$ cat src/rtl/core/rmt_pkg.sv
// Shared types, constants and helper functions for the regret matching trainer.
// Used by rmt_divider and regret_matching_trainer; depends on nothing.
`timescale 1ns / 1ps

package rmt_pkg;

  // Game and sizing constants
  localparam int unsigned NUM_ACTIONS     = 3;
  localparam int unsigned ACT_BITS        = 2;
  localparam int unsigned PROB_BITS_DEF   = 16;
  localparam int unsigned REGRET_BITS_DEF = 24;
  localparam int unsigned TOTAL_BITS      = 48;
  // sum of three strategy totals
  localparam int unsigned DIV_BITS        = TOTAL_BITS + 2;

  // Configuration register indexes
  localparam int unsigned CFG_IDX_BITS = 1;
  localparam logic [CFG_IDX_BITS-1:0] CFG_OPP_ROCK  = 1'b0;
  localparam logic [CFG_IDX_BITS-1:0] CFG_OPP_PAPER = 1'b1;

  typedef logic [ACT_BITS-1:0] action_t;

  // Action codes
  localparam action_t ACT_ROCK     = 2'd0;
  localparam action_t ACT_PAPER    = 2'd1;
  localparam action_t ACT_SCISSORS = 2'd2;

  // Utility of playing a against opp: 0 on a tie, +1 for the action that beats opp, else -1
  function automatic logic signed [2:0] util(action_t a, action_t opp);
    action_t up;
    up = (opp == ACT_SCISSORS) ? ACT_ROCK : opp + 2'd1;
    if (a == opp) begin
      return 3'sd0;
    end else if (a == up) begin
      return 3'sd1;
    end
    return -3'sd1;
  endfunction

  // Regret increment of action a given own and opponent actions
  function automatic logic signed [2:0] util_delta(action_t a, action_t mine, action_t opp);
    logic signed [2:0] ua;
    logic signed [2:0] um;
    ua = util(a, opp);
    um = util(mine, opp);
    return ua - um;
  endfunction

endpackage

$ cat src/rtl/core/rmt_divider.sv
// Shared bit-serial restoring divider: quo = floor(num * 2^(QW-1) / den), num <= den.
// One quotient bit per cycle. Depends on rmt_pkg.
`timescale 1ns / 1ps

module rmt_divider #(
  parameter int unsigned DW = rmt_pkg::DIV_BITS,
  parameter int unsigned QW = rmt_pkg::PROB_BITS_DEF + 1
) (
  input  logic          clk_i,
  input  logic          rst_ni,
  input  logic          start_i,
  input  logic [DW-1:0] num_i,
  input  logic [DW-1:0] den_i,
  output logic          done_o,
  output logic [QW-1:0] quo_o
);
  import rmt_pkg::*;

  localparam int unsigned CW = $clog2(QW);
  localparam logic [CW-1:0] CNT_LAST = CW'(QW - 1);

  logic          busy_q, busy_d;
  logic          done_q, done_d;
  logic [CW-1:0] cnt_q, cnt_d;
  logic [DW:0]   rem_q, rem_d;
  logic [DW-1:0] den_q, den_d;
  logic [QW-1:0] quo_q, quo_d;

  logic [DW:0]   trial;
  logic          ge;

  // One restoring step: first step compares unshifted, later ones shift left
  always_comb begin
    trial = (cnt_q == '0) ? rem_q : {rem_q[DW-1:0], 1'b0};
    ge    = trial >= {1'b0, den_q};
  end

  always_comb begin
    busy_d = busy_q;
    done_d = 1'b0;
    cnt_d  = cnt_q;
    rem_d  = rem_q;
    den_d  = den_q;
    quo_d  = quo_q;
    if (start_i) begin
      busy_d = 1'b1;
      cnt_d  = '0;
      rem_d  = {1'b0, num_i};
      den_d  = den_i;
      quo_d  = '0;
    end else if (busy_q) begin
      rem_d = ge ? trial - {1'b0, den_q} : trial;
      quo_d = {quo_q[QW-2:0], ge};
      cnt_d = cnt_q + CW'(1);
      if (cnt_q == CNT_LAST) begin
        busy_d = 1'b0;
        done_d = 1'b1;
      end
    end
  end

  always_ff @(posedge clk_i or negedge rst_ni) begin
    if (!rst_ni) begin
      busy_q <= 1'b0;
      done_q <= 1'b0;
      cnt_q  <= '0;
    end else begin
      busy_q <= busy_d;
      done_q <= done_d;
      cnt_q  <= cnt_d;
    end
  end

  // datapath, no reset
  always_ff @(posedge clk_i) begin
    rem_q <= rem_d;
    den_q <= den_d;
    quo_q <= quo_d;
  end

  assign done_o = done_q;
  assign quo_o  = quo_q;

  // Checks
  a_start_idle: assert property (@(posedge clk_i) disable iff (!rst_ni)
    start_i |-> !busy_q)
    else $error("divider started while busy");

  a_operands: assert property (@(posedge clk_i) disable iff (!rst_ni)
    start_i |-> (den_i != '0) && (num_i <= den_i))
    else $error("divider operands out of range");

  a_quo_range: assert property (@(posedge clk_i) disable iff (!rst_ni)
    done_q |-> quo_q <= (QW'(1) << (QW - 1)))
    else $error("divider quotient above one");

endmodule

$ cat src/rtl/core/regret_matching_trainer.sv
// Regret matching trainer for rock-paper-scissors: sequencer, state and result register.
// Depends on rmt_pkg and rmt_divider (one shared divider for all six divisions).
//
// Usage:
//   Input channel (in_valid_i / in_stall_o) carries one training round per beat:
//   two uniform random fractions. Output channel (out_valid_o / out_stall_i)
//   returns one beat per round: both sampled actions, the three regrets after
//   the round and the average strategy.
//   Configuration: cfg_we_i writes the opponent probability selected by
//   cfg_idx_i (0 rock, 1 paper); scissors takes the remainder.
//   Timing: one round at a time, each division holding the shared divider until
//   its quotient is done. The result is loaded in the final step and the next
//   round can be taken once the sequencer is back in idle; fractions are Q0.16
//   at the default PROB_BITS. With no positive regret the strategy divisions
//   are skipped.
//   in_stall_o stays high from the accepting edge until the result is loaded.
//   Reset clears the regrets and strategy totals and loads both opponent
//   probabilities with about 0.33. If the receiver stalls, the result waits in
//   the output register; the next round is taken meanwhile and holds in its
//   final step until the register frees.
`timescale 1ns / 1ps

module regret_matching_trainer #(
  parameter int unsigned PROB_BITS   = rmt_pkg::PROB_BITS_DEF,
  parameter int unsigned REGRET_BITS = rmt_pkg::REGRET_BITS_DEF
) (
  input  logic                                clk_i,
  input  logic                                rst_ni,
  // configuration
  input  logic                                cfg_we_i,
  input  logic [rmt_pkg::CFG_IDX_BITS-1:0]    cfg_idx_i,
  input  logic [PROB_BITS-1:0]                cfg_data_i,
  // input channel
  input  logic                                in_valid_i,
  output logic                                in_stall_o,
  input  logic [PROB_BITS-1:0]                rand_self_i,
  input  logic [PROB_BITS-1:0]                rand_opponent_i,
  // output channel
  output logic                                out_valid_o,
  input  logic                                out_stall_i,
  output rmt_pkg::action_t                    self_action_o,
  output rmt_pkg::action_t                    opponent_action_o,
  output logic signed [REGRET_BITS-1:0]       regret_rock_o,
  output logic signed [REGRET_BITS-1:0]       regret_paper_o,
  output logic signed [REGRET_BITS-1:0]       regret_scissors_o,
  output logic [PROB_BITS-1:0]                avg_rock_o,
  output logic [PROB_BITS-1:0]                avg_paper_o,
  output logic [PROB_BITS-1:0]                avg_scissors_o
);
  import rmt_pkg::*;

  localparam int unsigned QW = PROB_BITS + 1;
  localparam int unsigned NW = REGRET_BITS + 1;
  localparam int unsigned TW = TOTAL_BITS;
  localparam int unsigned DW = DIV_BITS;

  localparam logic [QW-1:0] PROB_ONE   = QW'(1) << PROB_BITS;
  localparam logic [QW-1:0] PROB_THIRD = QW'((1 << PROB_BITS) / NUM_ACTIONS);
  localparam logic [PROB_BITS-1:0] AVG_MAX = {PROB_BITS{1'b1}};
  localparam logic [TW-1:0] TOTAL_MAX = {TW{1'b1}};
  // about 0.33, rounded to nearest
  localparam logic [PROB_BITS-1:0] OPP_RESET =
    PROB_BITS'((33 * (1 << PROB_BITS) + 50) / 100);
  localparam logic signed [NW-1:0] REG_HI =
    NW'((longint'(1) << (REGRET_BITS - 1)) - 1);
  localparam logic signed [NW-1:0] REG_LO = -REG_HI - NW'(1);
  localparam action_t IDX_LAST = ACT_BITS'(NUM_ACTIONS - 1);

  // Sequencer states
  localparam logic [2:0] S_IDLE  = 3'd0;
  localparam logic [2:0] S_STRAT = 3'd1;
  localparam logic [2:0] S_ACC   = 3'd2;
  localparam logic [2:0] S_TSUM  = 3'd3;
  localparam logic [2:0] S_UPD   = 3'd4;
  localparam logic [2:0] S_AVG   = 3'd5;
  localparam logic [2:0] S_FIN   = 3'd6;

  logic [2:0]     state_q, state_d;
  action_t        idx_q, idx_d;
  logic           issued_q, issued_d;

  logic [PROB_BITS-1:0] opp_rock_q, opp_rock_d;
  logic [PROB_BITS-1:0] opp_paper_q, opp_paper_d;

  logic [PROB_BITS-1:0] r_self_q, r_self_d;
  logic [PROB_BITS-1:0] r_opp_q, r_opp_d;
  logic [NW-1:0]        norm_q, norm_d;
  logic [DW-1:0]        tsum_q, tsum_d;
  action_t              self_act_q, self_act_d;
  action_t              opp_act_q, opp_act_d;

  logic signed [REGRET_BITS-1:0] regret_q [NUM_ACTIONS];
  logic signed [REGRET_BITS-1:0] regret_d [NUM_ACTIONS];
  logic [QW-1:0]                 strat_q  [NUM_ACTIONS];
  logic [QW-1:0]                 strat_d  [NUM_ACTIONS];
  logic [TW-1:0]                 total_q  [NUM_ACTIONS];
  logic [TW-1:0]                 total_d  [NUM_ACTIONS];
  logic [PROB_BITS-1:0]          avg_q    [NUM_ACTIONS];
  logic [PROB_BITS-1:0]          avg_d    [NUM_ACTIONS];

  // result register
  logic                          out_valid_q, out_valid_d;
  action_t                       out_self_q, out_self_d;
  action_t                       out_opp_q, out_opp_d;
  logic signed [REGRET_BITS-1:0] out_regret_q [NUM_ACTIONS];
  logic signed [REGRET_BITS-1:0] out_regret_d [NUM_ACTIONS];
  logic [PROB_BITS-1:0]          out_avg_q    [NUM_ACTIONS];
  logic [PROB_BITS-1:0]          out_avg_d    [NUM_ACTIONS];

  // divider hookup
  logic          div_start;
  logic [DW-1:0] div_num;
  logic [DW-1:0] div_den;
  logic          div_done;
  logic [QW-1:0] div_quo;

  // datapath helpers
  logic [NW-1:0]   pos [NUM_ACTIONS];
  logic [NW-1:0]   norm_sum;
  logic [TW:0]     total_add;
  logic [TW-1:0]   total_sat;
  logic [QW+1:0]   strat_c0, strat_c1, strat_sum, r_self_ext;
  logic [PROB_BITS:0] opp_c0, opp_c1, r_opp_ext;
  action_t         self_pick, opp_pick;
  logic signed [2:0]    delta [NUM_ACTIONS];
  logic signed [NW-1:0] regret_new [NUM_ACTIONS];
  logic [PROB_BITS-1:0] avg_clamped;
  logic in_accept, out_accept;

  assign in_accept  = in_valid_i && !in_stall_o;
  assign out_accept = out_valid_q && !out_stall_i;

  // Positive parts of the regrets and their sum
  always_comb begin
    for (int a = 0; a < NUM_ACTIONS; a++) begin
      pos[a] = regret_q[a][REGRET_BITS-1] ? '0 : NW'(regret_q[a]);
    end
    norm_sum = pos[0] + pos[1] + pos[2];
  end

  // Saturating add of the current strategy into one total
  always_comb begin
    total_add = {1'b0, total_q[idx_q]} + (TW+1)'(strat_q[idx_q]);
    total_sat = total_add[TW] ? TOTAL_MAX : total_add[TW-1:0];
  end

  // Sampling of both actions by cumulative compare
  always_comb begin
    strat_c0   = (QW+2)'(strat_q[0]);
    strat_c1   = strat_c0 + (QW+2)'(strat_q[1]);
    strat_sum  = strat_c1 + (QW+2)'(strat_q[2]);
    r_self_ext = (QW+2)'(r_self_q);
    if (r_self_ext < strat_c0) begin
      self_pick = ACT_ROCK;
    end else if (r_self_ext < strat_c1) begin
      self_pick = ACT_PAPER;
    end else begin
      self_pick = ACT_SCISSORS;
    end
    opp_c0    = {1'b0, opp_rock_q};
    opp_c1    = opp_c0 + {1'b0, opp_paper_q};
    r_opp_ext = {1'b0, r_opp_q};
    if (r_opp_ext < opp_c0) begin
      opp_pick = ACT_ROCK;
    end else if (r_opp_ext < opp_c1) begin
      opp_pick = ACT_PAPER;
    end else begin
      opp_pick = ACT_SCISSORS;
    end
  end

  // Saturating regret update, one lane per action
  always_comb begin
    for (int a = 0; a < NUM_ACTIONS; a++) begin
      delta[a] = util_delta(ACT_BITS'(a), self_pick, opp_pick);
      regret_new[a] = {regret_q[a][REGRET_BITS-1], regret_q[a]} +
                      {{(NW-3){delta[a][2]}}, delta[a]};
      if (regret_new[a] > REG_HI) begin
        regret_new[a] = REG_HI;
      end else if (regret_new[a] < REG_LO) begin
        regret_new[a] = REG_LO;
      end
    end
  end

  // Divider operands: strategy phase divides regrets, average phase divides totals
  always_comb begin
    if (state_q == S_STRAT) begin
      div_num = DW'(pos[idx_q]);
      div_den = DW'(norm_q);
    end else begin
      div_num = DW'(total_q[idx_q]);
      div_den = tsum_q;
    end
    avg_clamped = div_quo[PROB_BITS] ? AVG_MAX : div_quo[PROB_BITS-1:0];
  end

  // Sequencer
  always_comb begin
    state_d     = state_q;
    idx_d       = idx_q;
    issued_d    = issued_q;
    r_self_d    = r_self_q;
    r_opp_d     = r_opp_q;
    norm_d      = norm_q;
    tsum_d      = tsum_q;
    self_act_d  = self_act_q;
    opp_act_d   = opp_act_q;
    regret_d    = regret_q;
    strat_d     = strat_q;
    total_d     = total_q;
    avg_d       = avg_q;
    out_valid_d = out_valid_q;
    out_self_d  = out_self_q;
    out_opp_d   = out_opp_q;
    out_regret_d = out_regret_q;
    out_avg_d   = out_avg_q;
    div_start   = 1'b0;

    if (out_accept) begin
      out_valid_d = 1'b0;
    end

    unique case (state_q)
      S_IDLE: begin
        if (in_accept) begin
          r_self_d = rand_self_i;
          r_opp_d  = rand_opponent_i;
          norm_d   = norm_sum;
          idx_d    = '0;
          issued_d = 1'b0;
          if (norm_sum == '0) begin
            for (int a = 0; a < NUM_ACTIONS; a++) begin
              strat_d[a] = PROB_THIRD;
            end
            state_d = S_ACC;
          end else begin
            state_d = S_STRAT;
          end
        end
      end
      S_STRAT: begin
        if (!issued_q) begin
          div_start = 1'b1;
          issued_d  = 1'b1;
        end else if (div_done) begin
          strat_d[idx_q] = div_quo;
          issued_d = 1'b0;
          if (idx_q == IDX_LAST) begin
            idx_d   = '0;
            state_d = S_ACC;
          end else begin
            idx_d = idx_q + ACT_BITS'(1);
          end
        end
      end
      S_ACC: begin
        total_d[idx_q] = total_sat;
        if (idx_q == IDX_LAST) begin
          idx_d   = '0;
          tsum_d  = '0;
          state_d = S_TSUM;
        end else begin
          idx_d = idx_q + ACT_BITS'(1);
        end
      end
      S_TSUM: begin
        tsum_d = tsum_q + DW'(total_q[idx_q]);
        if (idx_q == IDX_LAST) begin
          idx_d   = '0;
          state_d = S_UPD;
        end else begin
          idx_d = idx_q + ACT_BITS'(1);
        end
      end
      S_UPD: begin
        self_act_d = self_pick;
        opp_act_d  = opp_pick;
        for (int a = 0; a < NUM_ACTIONS; a++) begin
          regret_d[a] = regret_new[a][REGRET_BITS-1:0];
        end
        issued_d = 1'b0;
        idx_d    = '0;
        if (tsum_q == '0) begin
          for (int a = 0; a < NUM_ACTIONS; a++) begin
            avg_d[a] = PROB_THIRD[PROB_BITS-1:0];
          end
          state_d = S_FIN;
        end else begin
          state_d = S_AVG;
        end
      end
      S_AVG: begin
        if (!issued_q) begin
          div_start = 1'b1;
          issued_d  = 1'b1;
        end else if (div_done) begin
          avg_d[idx_q] = avg_clamped;
          issued_d = 1'b0;
          if (idx_q == IDX_LAST) begin
            idx_d   = '0;
            state_d = S_FIN;
          end else begin
            idx_d = idx_q + ACT_BITS'(1);
          end
        end
      end
      S_FIN: begin
        // load the result register once it is free or being emptied
        if (!out_valid_q || !out_stall_i) begin
          out_valid_d  = 1'b1;
          out_self_d   = self_act_q;
          out_opp_d    = opp_act_q;
          out_regret_d = regret_q;
          out_avg_d    = avg_q;
          state_d      = S_IDLE;
        end
      end
      default: begin
        state_d = S_IDLE;
      end
    endcase
  end

  // Configuration registers
  always_comb begin
    opp_rock_d  = opp_rock_q;
    opp_paper_d = opp_paper_q;
    if (cfg_we_i) begin
      unique case (cfg_idx_i)
        CFG_OPP_ROCK:  opp_rock_d  = cfg_data_i;
        CFG_OPP_PAPER: opp_paper_d = cfg_data_i;
        default: ;
      endcase
    end
  end

  // Control and architectural state
  always_ff @(posedge clk_i or negedge rst_ni) begin
    if (!rst_ni) begin
      state_q     <= S_IDLE;
      idx_q       <= '0;
      issued_q    <= 1'b0;
      out_valid_q <= 1'b0;
      opp_rock_q  <= OPP_RESET;
      opp_paper_q <= OPP_RESET;
      for (int a = 0; a < NUM_ACTIONS; a++) begin
        regret_q[a] <= '0;
        total_q[a]  <= '0;
      end
    end else begin
      state_q     <= state_d;
      idx_q       <= idx_d;
      issued_q    <= issued_d;
      out_valid_q <= out_valid_d;
      opp_rock_q  <= opp_rock_d;
      opp_paper_q <= opp_paper_d;
      regret_q    <= regret_d;
      total_q     <= total_d;
    end
  end

  // Working registers and result payload, no reset
  always_ff @(posedge clk_i) begin
    r_self_q     <= r_self_d;
    r_opp_q      <= r_opp_d;
    norm_q       <= norm_d;
    tsum_q       <= tsum_d;
    self_act_q   <= self_act_d;
    opp_act_q    <= opp_act_d;
    strat_q      <= strat_d;
    avg_q        <= avg_d;
    out_self_q   <= out_self_d;
    out_opp_q    <= out_opp_d;
    out_regret_q <= out_regret_d;
    out_avg_q    <= out_avg_d;
  end

  rmt_divider #(
    .DW (DW),
    .QW (QW)
  ) u_divider (
    .clk_i   (clk_i),
    .rst_ni  (rst_ni),
    .start_i (div_start),
    .num_i   (div_num),
    .den_i   (div_den),
    .done_o  (div_done),
    .quo_o   (div_quo)
  );

  // Ports
  assign in_stall_o        = (state_q != S_IDLE);
  assign out_valid_o       = out_valid_q;
  assign self_action_o     = out_self_q;
  assign opponent_action_o = out_opp_q;
  assign regret_rock_o     = out_regret_q[0];
  assign regret_paper_o    = out_regret_q[1];
  assign regret_scissors_o = out_regret_q[2];
  assign avg_rock_o        = out_avg_q[0];
  assign avg_paper_o       = out_avg_q[1];
  assign avg_scissors_o    = out_avg_q[2];

  // Checks
  a_div_owner: assert property (@(posedge clk_i) disable iff (!rst_ni)
    div_done |-> ((state_q == S_STRAT) || (state_q == S_AVG)) && issued_q)
    else $error("divider result arrived outside a division phase");

  a_strat_sum: assert property (@(posedge clk_i) disable iff (!rst_ni)
    (state_q == S_UPD) |-> (strat_sum <= (QW+2)'(PROB_ONE)))
    else $error("current strategy sums above one");

  a_regret_hold: assert property (@(posedge clk_i) disable iff (!rst_ni)
    (state_q != S_UPD) |=>
      ($stable(regret_q[0]) && $stable(regret_q[1]) && $stable(regret_q[2])))
    else $error("regrets changed outside the update step");

  a_total_hold: assert property (@(posedge clk_i) disable iff (!rst_ni)
    (state_q != S_ACC) |=>
      ($stable(total_q[0]) && $stable(total_q[1]) && $stable(total_q[2])))
    else $error("strategy totals changed outside the accumulate step");

endmodule
$ cat config.mk
export PLATFORM = sky130hd
export DESIGN_NAME = regret_matching_trainer
export DESIGN_NICKNAME = d
export VERILOG_FILES = /design/src/rtl/core/rmt_pkg.sv /design/src/rtl/core/rmt_divider.sv /design/src/rtl/core/regret_matching_trainer.sv
export SDC_FILE = /design/constraint.sdc
export NUM_CORES = 2
export LEC_CHECK = 0
export ABC_CLOCK_PERIOD_IN_PS = 14700
export BUFFER_PORTS_ARGS = -buffer_cell sky130_fd_sc_hd__buf_4
export CAP_MARGIN = 20
export CORE_MARGIN = 3
export CORE_UTILIZATION = 43
export DETAILED_ROUTE_END_ITERATION = 8
export PLACE_DENSITY_LB_ADDON = 0.1
export SETUP_SLACK_MARGIN = 0.1
export SLEW_MARGIN = 5
export SYNTH_ARGS = -nofsm -noshare
export SYNTH_HDL_FRONTEND = slang
export SYNTH_SLANG_ARGS = --single-unit
$ cat constraint.sdc
create_clock -name clk_i -period 14.7 [get_ports clk_i]
set_input_delay 0.735 -clock clk_i [delete_from_list [all_inputs] [get_ports clk_i]]
set_output_delay 0.735 -clock clk_i [all_outputs]
set_load 0.005 [all_outputs]
Word level (Yosys, flattened, before mapping)
Index checks and enable logic that the tools add are counted.

word-level totals
  output and inout bits = 126
  bits of input ports = 54
  flip-flop bits (word level) = 714

operators by class
  equality and inequality tests = 29
  muxes and demuxes = 106
  reduce and logical (&&, ||, !) cells = 32
  $add $sub $neg = 16
  magnitude comparators = 13
  bitwise operators = 2

operator list
  kind                                                             number
  2-to-1 mux 48 bit                                                8
  2-to-1 mux 51 bit                                                6
  2-to-1 mux 50 bit                                                3
  bitwise mux 144 bit                                              1
  2-to-1 mux 24 bit                                                6
  case mux 51 bit (2 select lines)                                 1
  case mux 50 bit (2 select lines)                                 1
  binary-select mux 48 bit (select 2 bit)                          1
  demux 48 bit (select 2 bit)                                      1
  case mux 48 bit (2 select lines)                                 1
  adder 24 x 3 -> 25 bit                                           3
  greater-than comparator 25 x 24 -> 1 bit, second input constant  3
  < comparator 25 x 24 -> 1 bit, second input constant             3
  2-to-1 mux 25 bit                                                3
  2-to-1 mux 23 bit                                                3
  2-to-1 mux 3 bit                                                 22
  bitwise mux 51 bit                                               1
  greater-or-equal comparator 51 x 50 -> 1 bit                     1
  2-to-1 mux 17 bit                                                3
  subtractor 51 x 50 -> 51 bit                                     1
  adder 50 x 48 -> 50 bit                                          1
  binary-select mux 25 bit (select 2 bit)                          1
  logical NOT 50 bit                                               1
  adder 48 x 17 -> 49 bit                                          1
  50 further kinds                                                 122

Longest topological paths before layout
  depth in word-level cells = 15
  depth in mapped cells = 38
  mapped depth without buffers = 36

Hierarchy
From an unflattened synthesis, not the netlist that was laid out.

unflattened totals
  cells, all modules = 4897
  area, all modules = 45937.8 sq um

by module, submodules not included
  module                   times used  cells each  area an instance (sq um)
  regret_matching_trainer  1           3945        37064.3
  rmt_divider              1           952         8873.5

Worst setup path after synthesis
No wires, ideal clock.

  kind = register to register
  start point = register opp_rock_q[1]
  end point = register regret_q[62] (netlist bit)
  stages on the path, launching flop included = 36
  clock period less this slack = 8.479 ns
  slack = 6.221 ns
  data required time = 14.568 ns
  arrival time = 8.347 ns
  cells stage by stage = dfstp_2 ha_1 a21o_1 a21oi_1 o21bai_1 a21oi_1 o21bai_1 a41o_1 o21ai_0 o21bai_1 a21oi_1 xor2_1 ha_1 a21o_1 a21o_1 a21oi_1 o31ai_1 o211ai_1 nand2b_1 ha_1 o41ai_1 nor3_1 fa_1 inv_1 ha_1 a21o_1 a2111oi_0 o21ai_0 a221oi_1 a21oi_1 mux2_2 nor2_1 clkbuf_1 nor2_1 nor2_1 a21oi_1

between the ends
  longest elaborated chain between the ends = 15
  elaborated cells on any way between the ends = 26
  classes of those cells = 4 x add/sub; 4 x order compare; 3 x eq/ne; 13 x mux; 2 x reduce/logical

ends and longest elaborated chain
  element                                                RTL line                        RTL
  start, declared                                        regret_matching_trainer.sv:82   logic [PROB_BITS-1:0] opp_rock_q, opp_rock_d;
  start signal, assigned                                 regret_matching_trainer.sv:356  opp_rock_q <= opp_rock_d;
  adder 16 x 16 -> 17 bit                                regret_matching_trainer.sv:161  opp_c1 = opp_c0 + {1'b0, opp_paper_q};
  < comparator 16 x 17 -> 1 bit                          regret_matching_trainer.sv:165  end else if (r_opp_ext < opp_c1) begin
  2-to-1 mux 2 bit                                       regret_matching_trainer.sv:165
  2-to-1 mux 2 bit *                                     regret_matching_trainer.sv:163  if (r_opp_ext < opp_c0) begin
  adder 2 x 1 -> 2 bit or == test 2 bit (tied branches)  rmt_pkg.sv:31                   up = (opp == ACT_SCISSORS) ? ACT_ROCK : opp + 2'd1;
  2-to-1 mux 2 bit                                       rmt_pkg.sv:31
  == test 2 bit or logical NOT 2 bit (tied branches)     rmt_pkg.sv:34                   end else if (a == up) begin
  2-to-1 mux 1 bit                                       rmt_pkg.sv:34
  2-to-1 mux 1 bit                                       rmt_pkg.sv:32                   if (a == opp) begin
  2-to-1 mux 3 bit                                       rmt_pkg.sv:37                   return -3'sd1;
  subtractor 3 bit *                                     rmt_pkg.sv:46                   return ua - um;
  adder 24 x 3 -> 25 bit *                               regret_matching_trainer.sv:176  regret_new[a] = {regret_q[a][REGRET_BITS-1], regret_q[a]} +
  < comparator 25 x 24 -> 1 bit                          regret_matching_trainer.sv:180  end else if (regret_new[a] < REG_LO) begin
  2-to-1 mux 24 bit                                      regret_matching_trainer.sv:180
  2-to-1 mux 24 bit *                                    regret_matching_trainer.sv:178  if (regret_new[a] > REG_HI) begin
  end signal, assigned                                   regret_matching_trainer.sv:358  regret_q <= regret_d;
  end, declared                                          regret_matching_trainer.sv:92   logic signed [REGRET_BITS-1:0] regret_q [NUM_ACTIONS];

Mark *: on every way between the ends. The rest lies on a longest branch, timed or not.
A chain may end at the register's enable or synchronous reset.

Final worst setup path
  start point = register opp_rock_q[1]
  end point = register regret_q[53] (netlist bit)

Same word-level chain as after synthesis.

==> impl_results.md <==
- Status: complete, no violations
- Die Area: 108,000 um2
- Cell area after synthesis: 44,900 um2
- I/O Buffers: 179
- Finished Layout Cells: 6,251
- Number of flops mapped to enable cells by yosys: 434
- Area grow syn2layout: 13.5%
- CTS max path bufs: 3
- Max Fclk: 0.102 GHz
- Slew Viols, Final: 0
- Synthesized net count: 5,053
- Seq cells post-synth: 714
- Post-route clock skew: 25.9 ps
- Global-route wire length before repair: 202,000 um
- Maxcap violations: 0
- Rows: 117
- Critical Path Fanout Max: 22
- Initial core utilization: 0.437
- Crit Path Class: reg2reg
- Setup TNS: 0 ps
- Hpwl dp: 92,500 um
- Level count of the clock H-tree: 3
- Routed len/inst: 20.9 um
- Highest metal used: met5
- CP peak stage delay: 590 ps
- Post-synth top flop: edfxtp_1
- Capture point of the worst reg-to-reg path: regret_q[53]$_DFFE_PN0P_
- DRC Markers: 0
- Clk root buf: clkbuf_16
- CP max-delay cell: a2111oi_0
- HP Class: in2async
- Most common cell after layout, fill and taps aside: nand2_1
- Syn avg cell area: 9.65 um2
- Inserted Clock Buffers: 82
- Top-Level Pins: 180
- Layout cells sized above 1: 0.120
- Yosys top cell by area: edfxtp_1
- Antenna Nets Post-Route: 0
- Fin crit share: 0.666
- Gate Count Post-Synth: 4,655
- Largest net degree at the start of global routing: 112
- Die width: 329 um
- Slew @ Worst Pin: 1160 ps
- Drt pass-1 iters: 6
- Vias: 35,100
- CTS resizes: 0
- Vias/cell: 5.61
- Number of global-route vias before repair: 34,100
- Synth async-reset ratio: 0.367
- Hold Buf Count CTS: 0
- R2R Path Start: opp_rock_q[1]$_DFFE_PN1P_
- Final setup fails: 0
- GR Overflow Total: 0
- Final net count: 5,210
- CP Capture Type: flip-flop
- Max-Slew Margin vs Limit: 0.219
- Most frequent CP cell: a21oi_1
- GRT Total Usage: 0.238
- Top cell type's share of synthesized area: 0.290
- Final Hold Viols: 0
- Most frequent cells in the layout: nand2_1 (616), edfxtp_1 (434), nor2_1 (373)
- Critical path required time: 15,220 ps
- Startpoint Class: flip-flop
- Initial antenna violation count: 3
- Clk sinks: 714
- Initial drt markers: 2,729
- WL met3: 6530 um
- DR WL met2: 59,700 um
- Core Region: 103,000 um2
- Final worst path period need: 9780 ps
- Met1 Wirelength: 60,500 um
- Register area share after synthesis: 0.444
- Gp weighted congestion: 0.895
- Die H: 329 um
- Syn. warnings: 0
- CTS tree: done
- Fill count: 9,710
- Largest cells by area after synthesis: edfxtp_1 (29%), dfrtp_1 (14%), ha_1 (8.6%)
- Distinct cells, synth: 82
- Post-CTS setup buffer count: 0
- Placed cell count: 6,093
- Final wirelength: 131,000 um
- Worst Path Arrival: 10,300 ps
- Clock Pin Slew Worst Setup and Hold Paths: 60 ps
- Clk_lat worst skew: 660 ps
- Register-to-Register Path Depth: 35
- RSZ-0062 raised after global routing: false
- Register-to-Register Setup Slack: 4920 ps
how the worst max path moves through the flow:
stage	startpoint	end	slack (ps)	depth (start not counted)
finish	opp_rock_q[1]$_DFFE_PN1P_	regret_q[53]$_DFFE_PN0P_	4920	35
global route	opp_rock_q[1]$_DFFE_PN1P_	regret_q[53]$_DFFE_PN0P_	4110	35
CTS	opp_rock_q[1]$_DFFE_PN1P_	regret_q[53]$_DFFE_PN0P_	4940	35
detailed placement	opp_rock_q[1]$_DFFE_PN1P_	regret_q[50]$_DFFE_PN0P_	4960	35
global placement	opp_rock_q[1]$_DFFE_PN1P_	regret_q[44]$_DFFE_PN0P_	4650	36
floorplan	opp_rock_q[1]$_DFFE_PN1P_	regret_q[62]$_DFFE_PN0P_	6220	35
flip-flops by register name (all words and copies together) (netlist names), 17 cells and up:
signal             cells
avg_q                 48
norm_q                25
regret_paper_o        24
regret_q              72
regret_rock_o         24
regret_scissors_o     24
strat_c0              17
strat_q               34
total_q              144
tsum_q                50
u_divider.den_q       50
u_divider.quo_o       17
u_divider.rem_q       51
cells in the mapped netlist (98+ instances only):
library cell  count
o21ai_0         362
nand2_1         618
mux2i_1         112
a21o_1          134
a21oi_1         318
mux2_2          101
ha_1            309
dfrtp_1         244
nor2_1          379
clkbuf_1        173
xor2_1           98
inv_1           199
xnor2_1         114
edfxtp_1        434
cell type report:
class,count,area (um2),share of cell area
antenna,2,5.00,0.0000981
inverter,202,761,0.0149
clock inverter,36,384,0.00753
timing repair buffer,276,2130,0.0417
tap,1368,1710,0.0336
multi-input combinational,3536,23500,0.462
clock buffer,117,2500,0.0491
sequential,714,20000,0.392
cell families (layout without fill, tap and decap cells):
group                      count (synthesis)  after routing  synth area share
buffers and inverters                    405            631            0.0342
AOI/OAI and AO/OA                       1248           1248             0.172
and+or+nand+nor                         1490           1490             0.150
muxes                                    213            213            0.0503
xor gates and xnor gates                 212            212            0.0413
other                                      0              2                 0
adders and majority gates                373            373             0.108
DFF                                      714            714             0.444
metrics by stage:
stage	instance area, um2	setup slack, ps	hold slack (ps)	util
2_1_floorplan	44900	6220	400	-
3_3_place_gp	48000	4650	434	0.468
3_5_place_dp	48100	4960	406	0.468
4_1_cts	50900	4940	190	0.496
5_1_grt	51000	4110	199	0.496
6_report	51000	4920	132	0.496
layer usage:
layer	vias to the layer above	global-route usage
li1	17100	-
met1	17000	0.337
met2	780	0.380
met3	181	0.0357
met4	4	0.0697
met5	-	0
critical path, delay by kind of cell, from the launching register on:
family	cells	cell delay, ps
and+or+nand+nor	5	910
DFF	1	550
AOI/OAI and AO/OA	21	5250
xor gates and xnor gates	1	170
buffers and inverters	2	810
adders and majority gates	5	1620
muxes	1	300
Power is left out: the tool's default activity adds up to more than one toggle a clock period on the data nets, which glitch-free logic cannot reach.
